File: config.mk
export PLATFORM = sky130hd
export DESIGN_NAME = ultrasonic_echo_ranging
export DESIGN_NICKNAME = d
export VERILOG_FILES = /design/src/hw/rtl/uer_pkg.sv /design/src/hw/rtl/uer_lane.sv /design/src/hw/rtl/uer_merge.sv /design/src/hw/rtl/ultrasonic_echo_ranging.sv
export SDC_FILE = /design/constraint.sdc
export NUM_CORES = 2
export LEC_CHECK = 0
export ABC_AREA = 1
export BUFFER_PORTS_ARGS = -buffer_cell sky130_fd_sc_hd__buf_2
export CORE_ASPECT_RATIO = 1.4
export CORE_MARGIN = 5
export CORE_UTILIZATION = 65
export CTS_BUF_LIST = sky130_fd_sc_hd__clkbuf_8
export DETAILED_ROUTE_END_ITERATION = 10
export GPL_TIMING_DRIVEN = 0
export PLACE_DENSITY = 0.91
export SLEW_MARGIN = 20
export SYNTH_ARGS = -nofsm -noshare
export SYNTH_HDL_FRONTEND = slang
export SYNTH_SLANG_ARGS = --single-unit
File: constraint.sdc
create_clock -name clk_i -period 7.1 [get_ports clk_i]
set_clock_uncertainty 0.1 [all_clocks]
set_input_delay 1.775 -clock clk_i [delete_from_list [all_inputs] [get_ports clk_i]]
set_output_delay 1.775 -clock clk_i [all_outputs]
set_load 0.02 [all_outputs]
File: src/hw/rtl/uer_pkg.sv
// Shared types and constants for the three-channel echo ranging block.
package uer_pkg;

  localparam int unsigned NumLanes        = 3;
  localparam int unsigned TimeBitsDefault = 16;
  localparam int unsigned TickWidth       = 8;
  localparam int unsigned RespWidth       = 16;
  localparam int unsigned ScaleWidth      = 16;
  localparam int unsigned DistWidth       = 11;
  localparam int unsigned ScaleShift      = 20;
  localparam int unsigned DistMax         = 2047;
  localparam int unsigned CfgIdxWidth     = 2;
  localparam int unsigned CfgDataWidth    = 16;

  localparam logic [TickWidth-1:0]  TickPeriodReset = 8'd30;
  localparam logic [RespWidth-1:0]  TimeoutReset    = 16'd25000;
  localparam logic [ScaleWidth-1:0] ScaleReset      = 16'd17983;

  typedef enum logic [CfgIdxWidth-1:0] {
    CFG_TICK_PERIOD = 2'd0,
    CFG_TIMEOUT     = 2'd1,
    CFG_SCALE       = 2'd2
  } cfg_idx_e;

  typedef struct packed {
    logic accept;
    logic trigger;
    logic sample;
  } lane_ctrl_t;

endpackage

File: src/hw/rtl/uer_lane.sv
// One echo channel: pulse tracking, saturating echo time and falling-edge capture.
module uer_lane #(
  parameter int unsigned TimeBits = uer_pkg::TimeBitsDefault
) (
  input  logic                           clk_i,
  input  logic                           rst_ni,
  input  uer_pkg::lane_ctrl_t            ctrl_i,
  input  logic                           level_i,
  input  logic [uer_pkg::TickWidth-1:0]  tick_period_i,
  output logic                           done_o,
  output logic [TimeBits-1:0]            time_o
);
  import uer_pkg::*;

  logic                started_q, started_d;
  logic [TimeBits-1:0] time_q, time_d;
  logic                done_q, done_d;
  logic [TimeBits-1:0] snap_q;
  logic [TimeBits:0]   sum;
  logic [TimeBits-1:0] time_sat;

  assign sum      = {1'b0, time_q} + (TimeBits+1)'(tick_period_i);
  assign time_sat = sum[TimeBits] ? '1 : sum[TimeBits-1:0];

  always_comb begin
    started_d = started_q;
    time_d    = time_q;
    done_d    = 1'b0;
    if (ctrl_i.trigger) begin
      time_d = '0;
    end else if (ctrl_i.sample) begin
      if (!started_q && level_i) begin
        started_d = 1'b1;
      end else if (started_q && level_i) begin
        time_d = time_sat;
      end else if (started_q && !level_i) begin
        started_d = 1'b0;
        done_d    = 1'b1;
      end
    end
  end

  always_ff @(posedge clk_i or negedge rst_ni) begin
    if (!rst_ni) begin
      started_q <= 1'b0;
      time_q    <= '0;
      done_q    <= 1'b0;
    end else if (ctrl_i.accept) begin
      started_q <= started_d;
      time_q    <= time_d;
      done_q    <= done_d;
    end
  end

  // time as it stood before the last accepted item: the pulse-end time when done is set
  always_ff @(posedge clk_i) begin
    if (ctrl_i.accept) begin
      snap_q <= time_q;
    end
  end

  assign done_o = done_q;
  assign time_o = snap_q;

endmodule

File: src/hw/rtl/uer_merge.sv
// Merge stage: scales captured lane times to distances and holds the result register.
module uer_merge #(
  parameter int unsigned TimeBits = uer_pkg::TimeBitsDefault
) (
  input  logic                                                clk_i,
  input  logic                                                rst_ni,
  input  logic                                                in_valid_i,
  output logic                                                in_ready_o,
  input  logic [uer_pkg::NumLanes-1:0]                        done_i,
  input  logic [uer_pkg::NumLanes-1:0][TimeBits-1:0]          time_i,
  input  logic                                                listen_i,
  input  logic [uer_pkg::ScaleWidth-1:0]                      scale_i,
  output logic                                                out_valid_o,
  input  logic                                                out_stall_i,
  output logic [uer_pkg::NumLanes-1:0][uer_pkg::DistWidth-1:0] distance_o,
  output logic [uer_pkg::NumLanes-1:0]                        done_o,
  output logic                                                listen_o
);
  import uer_pkg::*;

  localparam int unsigned ProdWidth = TimeBits + ScaleWidth;

  logic                                 load;
  logic                                 valid_q;
  logic [NumLanes-1:0]                  done_q;
  logic                                 listen_q;
  logic [NumLanes-1:0][DistWidth-1:0]   dist_q, dist_d;
  logic [NumLanes-1:0][ProdWidth-1:0]   prod;
  logic [NumLanes-1:0][ProdWidth-1:0]   shifted;

  assign in_ready_o = !valid_q || !out_stall_i;
  assign load       = in_valid_i && in_ready_o;

  for (genvar l = 0; l < NumLanes; l++) begin : g_scale
    assign prod[l]    = ProdWidth'(time_i[l]) * ProdWidth'(scale_i);
    assign shifted[l] = prod[l] >> ScaleShift;
    always_comb begin
      dist_d[l] = dist_q[l];
      if (done_i[l]) begin
        if (shifted[l] > ProdWidth'(DistMax)) begin
          dist_d[l] = DistWidth'(DistMax);
        end else begin
          dist_d[l] = shifted[l][DistWidth-1:0];
        end
      end
    end
  end

  always_ff @(posedge clk_i or negedge rst_ni) begin
    if (!rst_ni) begin
      valid_q  <= 1'b0;
      dist_q   <= '0;
      done_q   <= '0;
      listen_q <= 1'b0;
    end else begin
      if (in_ready_o) begin
        valid_q <= in_valid_i;
      end
      if (load) begin
        dist_q   <= dist_d;
        done_q   <= done_i;
        listen_q <= listen_i;
      end
    end
  end

  assign out_valid_o = valid_q;
  assign distance_o  = dist_q;
  assign done_o      = done_q;
  assign listen_o    = listen_q;

endmodule

File: src/hw/rtl/ultrasonic_echo_ranging.sv
// Top level of the three-channel ultrasonic echo pulse-width ranging block.
//
// Input channel (in_valid_i / in_stall_o): one transfer per item. kind_i = 0
// is a trigger that clears the echo times and the response timer and starts
// listening; kind_i = 1 is a tick that samples echo_a_i..echo_c_i while listening.
// Output channel (out_valid_o / out_stall_i): one result per item with the
// three latched distances in cm, per-channel done flags and the listen flag.
// Config channel (cfg_valid_i / cfg_ready_o): cfg_index_i selects tick period
// (0), timeout (1) or distance scale (2); cfg_ready_o is always high. Write
// only while no item is in flight.
// An input transfer is registered in the three channel lanes, then in the merge
// stage whose multiplier per lane turns the captured echo time into a distance.
// One item per cycle is sustained while the receiver does not stall.
// When the receiver stalls, the result register holds, the lane capture
// register fills behind it, and in_stall_o rises only when both are full.
// Reset sets idle, not listening, distances zero, config to defaults; lane time snapshots are not reset.
module ultrasonic_echo_ranging #(
  parameter int unsigned TimeBits = uer_pkg::TimeBitsDefault
) (
  input  logic                              clk_i,
  input  logic                              rst_ni,
  input  logic                              in_valid_i,
  output logic                              in_stall_o,
  input  logic                              kind_i,
  input  logic                              echo_a_i,
  input  logic                              echo_b_i,
  input  logic                              echo_c_i,
  output logic                              out_valid_o,
  input  logic                              out_stall_i,
  output logic [uer_pkg::DistWidth-1:0]     distance_a_o,
  output logic [uer_pkg::DistWidth-1:0]     distance_b_o,
  output logic [uer_pkg::DistWidth-1:0]     distance_c_o,
  output logic                              done_a_o,
  output logic                              done_b_o,
  output logic                              done_c_o,
  output logic                              listening_o,
  input  logic                              cfg_valid_i,
  output logic                              cfg_ready_o,
  input  logic [uer_pkg::CfgIdxWidth-1:0]   cfg_index_i,
  input  logic [uer_pkg::CfgDataWidth-1:0]  cfg_data_i
);
  import uer_pkg::*;

  logic [TickWidth-1:0]  tick_period_q;
  logic [RespWidth-1:0]  timeout_q;
  logic [ScaleWidth-1:0] scale_q;

  logic                  accept;
  logic                  s1_valid_q;
  logic                  s1_listen_q;
  logic                  merge_ready;
  logic                  listen_q, listen_d;
  logic [RespWidth-1:0]  resp_q, resp_d;
  logic [RespWidth:0]    resp_sum;
  lane_ctrl_t            lane_ctrl;

  logic [NumLanes-1:0]                 levels;
  logic [NumLanes-1:0]                 lane_done;
  logic [NumLanes-1:0][TimeBits-1:0]   lane_time;
  logic [NumLanes-1:0][DistWidth-1:0]  distance;
  logic [NumLanes-1:0]                 done;

  // config registers
  assign cfg_ready_o = 1'b1;

  always_ff @(posedge clk_i or negedge rst_ni) begin
    if (!rst_ni) begin
      tick_period_q <= TickPeriodReset;
      timeout_q     <= TimeoutReset;
      scale_q       <= ScaleReset;
    end else if (cfg_valid_i && cfg_ready_o) begin
      unique case (cfg_index_i)
        CFG_TICK_PERIOD: tick_period_q <= cfg_data_i[TickWidth-1:0];
        CFG_TIMEOUT:     timeout_q     <= cfg_data_i[RespWidth-1:0];
        CFG_SCALE:       scale_q       <= cfg_data_i[ScaleWidth-1:0];
        default:         ;
      endcase
    end
  end

  // handshake: lane capture register moves into the merge stage when it frees up
  assign in_stall_o = s1_valid_q && !merge_ready;
  assign accept     = in_valid_i && !in_stall_o;

  // listen flag and response timer
  assign resp_sum = {1'b0, resp_q} + (RespWidth+1)'(tick_period_q);

  always_comb begin
    listen_d = listen_q;
    resp_d   = resp_q;
    if (!kind_i) begin
      listen_d = 1'b1;
      resp_d   = '0;
    end else if (listen_q) begin
      if (resp_q > timeout_q) begin
        listen_d = 1'b0;
      end
      resp_d = resp_sum[RespWidth] ? '1 : resp_sum[RespWidth-1:0];
    end
  end

  always_ff @(posedge clk_i or negedge rst_ni) begin
    if (!rst_ni) begin
      listen_q    <= 1'b0;
      resp_q      <= '0;
      s1_valid_q  <= 1'b0;
      s1_listen_q <= 1'b0;
    end else begin
      if (accept) begin
        listen_q    <= listen_d;
        resp_q      <= resp_d;
        s1_listen_q <= listen_d;
      end
      if (!in_stall_o) begin
        s1_valid_q <= in_valid_i;
      end
    end
  end

  assign lane_ctrl.accept  = accept;
  assign lane_ctrl.trigger = accept && !kind_i;
  assign lane_ctrl.sample  = accept && kind_i && listen_q;

  assign levels = {echo_c_i, echo_b_i, echo_a_i};

  for (genvar l = 0; l < NumLanes; l++) begin : g_lane
    uer_lane #(
      .TimeBits(TimeBits)
    ) u_lane (
      .clk_i        (clk_i),
      .rst_ni       (rst_ni),
      .ctrl_i       (lane_ctrl),
      .level_i      (levels[l]),
      .tick_period_i(tick_period_q),
      .done_o       (lane_done[l]),
      .time_o       (lane_time[l])
    );
  end

  uer_merge #(
    .TimeBits(TimeBits)
  ) u_merge (
    .clk_i      (clk_i),
    .rst_ni     (rst_ni),
    .in_valid_i (s1_valid_q),
    .in_ready_o (merge_ready),
    .done_i     (lane_done),
    .time_i     (lane_time),
    .listen_i   (s1_listen_q),
    .scale_i    (scale_q),
    .out_valid_o(out_valid_o),
    .out_stall_i(out_stall_i),
    .distance_o (distance),
    .done_o     (done),
    .listen_o   (listening_o)
  );

  assign distance_a_o = distance[0];
  assign distance_b_o = distance[1];
  assign distance_c_o = distance[2];
  assign done_a_o     = done[0];
  assign done_b_o     = done[1];
  assign done_c_o     = done[2];

`ifndef ASSERT_OFF
  a_idle_tick_no_done: assert property (@(posedge clk_i) disable iff (!rst_ni)
    (accept && kind_i && !listen_q) |=> (lane_done == '0))
    else $error("lane reported done on a tick taken while not listening");

  a_timer_monotonic: assert property (@(posedge clk_i) disable iff (!rst_ni)
    (accept && kind_i) |=> (resp_q >= $past(resp_q)))
    else $error("response timer went backward on a tick");

  a_trigger_listens: assert property (@(posedge clk_i) disable iff (!rst_ni)
    (accept && !kind_i) |=> (listen_q && s1_listen_q && resp_q == '0))
    else $error("trigger did not start listening");
`endif

endmodule

==> results.md <==
* Iter 0 DRT Violations at 3,306
* Post-CTS Setup Repair Bufs at 0
* Worst Max-Slew Pin Slew at 1.27 ns
* Ports at 67
* Final setup margin at 0.139 ns
* Worst path cell trace: clkbuf_1, nand2_1, fa_1, fa_1, inv_1, fa_1, fa_1, fa_1, ha_1, ha_1, nand2_1, nand2_1, a21oi_1, o21ai_1, a21oi_1, nand2_2, nand2_1, nand2_1, nor2_1, nor2_1
* Synth top area cells: fa_1, nand2_1, inv_1, ha_1, dfrtp_1
* Placed Area at 38,800 um2
* Crit Path Max Fanout at 13
* Synth Register Bits at 198
* Clock-pin slew on the worst setup and hold paths at 0.12 ns
* CTS max path bufs at 2
* Ys Warns at 0
* EDFF count, synth at 48
* Dominant cell type by area after synthesis: fa_1
* Worst Path Buf+Inv at 2
* Clk root buf: clkbuf_8
* Max-slew violations at 0
* Max-Cap Viols at 0
* Initial core utilization at 0.654
* Delay-heaviest family, CP: adder cells
* Setup TNS at 0 ns
* DR vias/cell at 5.76
* H-tree Lvls at 4
* Max-slew headroom at 0.156
* DIE HEIGHT at 294 um
* Slowest CP cell: dfrtp_2
* Gate Count Post-Synth at 5,090
* Critical Path RT at 7.43 ns
* Flop2flop setup slack at 0.14 ns
* Setup repair after global routing missed its margin: yes
* Total number of vias at 34,138
* Fin crit share at 0.980
* Clk sinks at 198
* Hold_ws at 0.362 ns
* Fin area at 39,300 um2
* Initial antenna violation count at 9
* Final setup fails at 0
* Worst VDD drop at 854 uV
* Crit path launch type: flip-flop
* Proportion of netlist area held by the largest area contributor at 0.311
* Pwr Total at 18.6 mW
* First-pass GRT wire length at 183,000 um
* CTS Hold Bufs at 0
* Final hold violation count at 0
* GRT Util Overall at 0.381
* Die Width at 213 um
* Footprint of the multi-input gates at 26,400 um2
* Row count at 104
* Final WL at 116,000 um
* CTS Buf Count at 17
* Vias in the first global route at 35,300
* P&R area growth vs syn at 4.65%
* Critical Path Sink Type: flip-flop
* Mapped cell area at 37,500 um2
* Register area share after synthesis at 0.139
* WP data arrival at 7.29 ns
* Most frequent cells in the layout: nand2_1, inv_1, fa_1
* CP max stage delay at 0.79 ns
* Max Clock Freq at 144 MHz
* Pre-CTS setup slack at -0.143 ns
* Post-synthesis area per instance at 7.37 um2
* Async set-reset flop share out of synthesis at 0.758
* Wire length per cell at 19.6 um
* R2R Path Start: scale_q[8]
* DRT Pass-1 Iters at 10
* Leak at 23.8 nW
* Final worst path period need at 6.96 ns
* Commonest non-fill, non-tap cell in the layout: nand2_1
* Final HPWL DP at 91,300 um
* Yosys cell types at 53
* Placed insts at 5,898
* Core area at 57,400 um2
* Largest net degree at the start of global routing at 77
* Fin util at 0.684
* Status: completed
* Post-Layout Cell Count at 5,930
* Nets at 6,141
* Die area at 62,700 um2
* Fraction of layout cells with a size suffix above 1 at 0.0463
* Crit path kind: reg -> reg
* Power Dens Cells at 474 nW/um2
* PortBufs at 65
* HP Start: g_lane[0].u_lane.time_q[8]
* Seq. cell area at 5220 um2
* Antenna Nets Post-Route at 0
* Syn Nets at 6,061
* Ys flop type: dfrtp_1
* Drt drc at 0
* Final GP Congestion at 1.02
* GR Overflow Total at 0
* Clk_lat worst skew at 0.54 ns
* Critical path launch point: scale_q[8]
* # fillers at 4,353
* Hold Crit Class: reg -> reg
* TritonCTS clock tree: built
-- sequential cells by signal, indices dropped and copies added, names as in the netlist --
| signal | cells |
|---|---|
| listen_q | 1 |
| u_merge.done_o | 3 |
| timeout_q | 16 |
| s1_valid_q | 1 |
| resp_q | 16 |
| g_lane.u_lane.done_o | 3 |
| scale_q | 16 |
| g_lane.u_lane.time_o | 48 |
| tick_period_q | 8 |
| g_lane.u_lane.started_q | 3 |
| g_lane.u_lane.time_q | 48 |
| u_merge.out_valid_o | 1 |
| u_merge.distance_o | 33 |
| u_merge.listen_o | 1 |
-- timing repair --
item,4_1_cts,5_1_grt
gates resized for setup,0,31
setup endpoints to repair,22,33
gates cloned,0,0
-- worst register-to-register path: stages, from the launching register on --
cell	delay [ns]
dfrtp_2	0.79
clkbuf_1	0.64
nand2_1	0.23
fa_1	0.58
fa_1	0.72
inv_1	0.12
fa_1	0.57
fa_1	0.43
fa_1	0.69
ha_1	0.30
ha_1	0.36
nand2_1	0.09
nand2_1	0.08
a21oi_1	0.22
o21ai_1	0.13
a21oi_1	0.26
nand2_2	0.10
nand2_1	0.06
nand2_1	0.10
nor2_1	0.23
nor2_1	0.06
-- cell type report --
type | count | share of cell area
clock buffer | 17 | 0.00596
inverter | 1361 | 0.130
sequential | 198 | 0.133
buffer | 190 | 0.0202
multi-input combinational | 3336 | 0.672
antenna | 5 | 0.000319
timing repair buffer | 66 | 0.00924
tap | 742 | 0.0237
clock inverter | 15 | 0.00504
-- synthesized netlist by cell type, types with 20 or more instances --
master,instances
nand2_2,22
o21ai_1,20
o21ai_0,108
ha_1,361
edfxtp_1,48
nand4_1,22
clkbuf_1,164
nand2_1,1647
dfrtp_1,131
xor2_1,24
fa_1,583
nand3_1,132
a21oi_1,103
nor3_1,28
inv_1,1340
nor2_1,169
-- per-layer routing --
layer / share of wire / track usage
met4: 0.11 / 0.298
met1: 0.32 / 0.411
met3: 0.11 / 0.115
met5: 0.00035 / 0
met2: 0.46 / 0.620
-- worst paths after layout --
check / cells after the start / endpoint
setup / recovery: 20 / u_merge.distance_o[28]
max in group asynchronous: 2 / u_merge.distance_o[12]
hold / removal: 0 / g_lane[0].u_lane.time_o[8]
setup reg to reg: 20 / u_merge.distance_o[28]
min in group asynchronous: 1 / resp_q[6]
hold reg to reg: 0 / g_lane[0].u_lane.time_o[8]
-- logic make-up after synthesis --
family / synth area share
compound gates: 0.0422
xor+xnor: 0.00771
fa+ha+maj: 0.432
buf+inv: 0.157
flops: 0.139
other cells: 0.000100
simple gates: 0.222
-- power breakdown --
group,internal [mW],total [mW],switching (mW)
logic,5.66,16.2,10.5
registers,1.38,1.59,0.213
clock network,0.358,0.837,0.480
total,7.40,18.6,11.2
(Power assumes the default switching activity.)
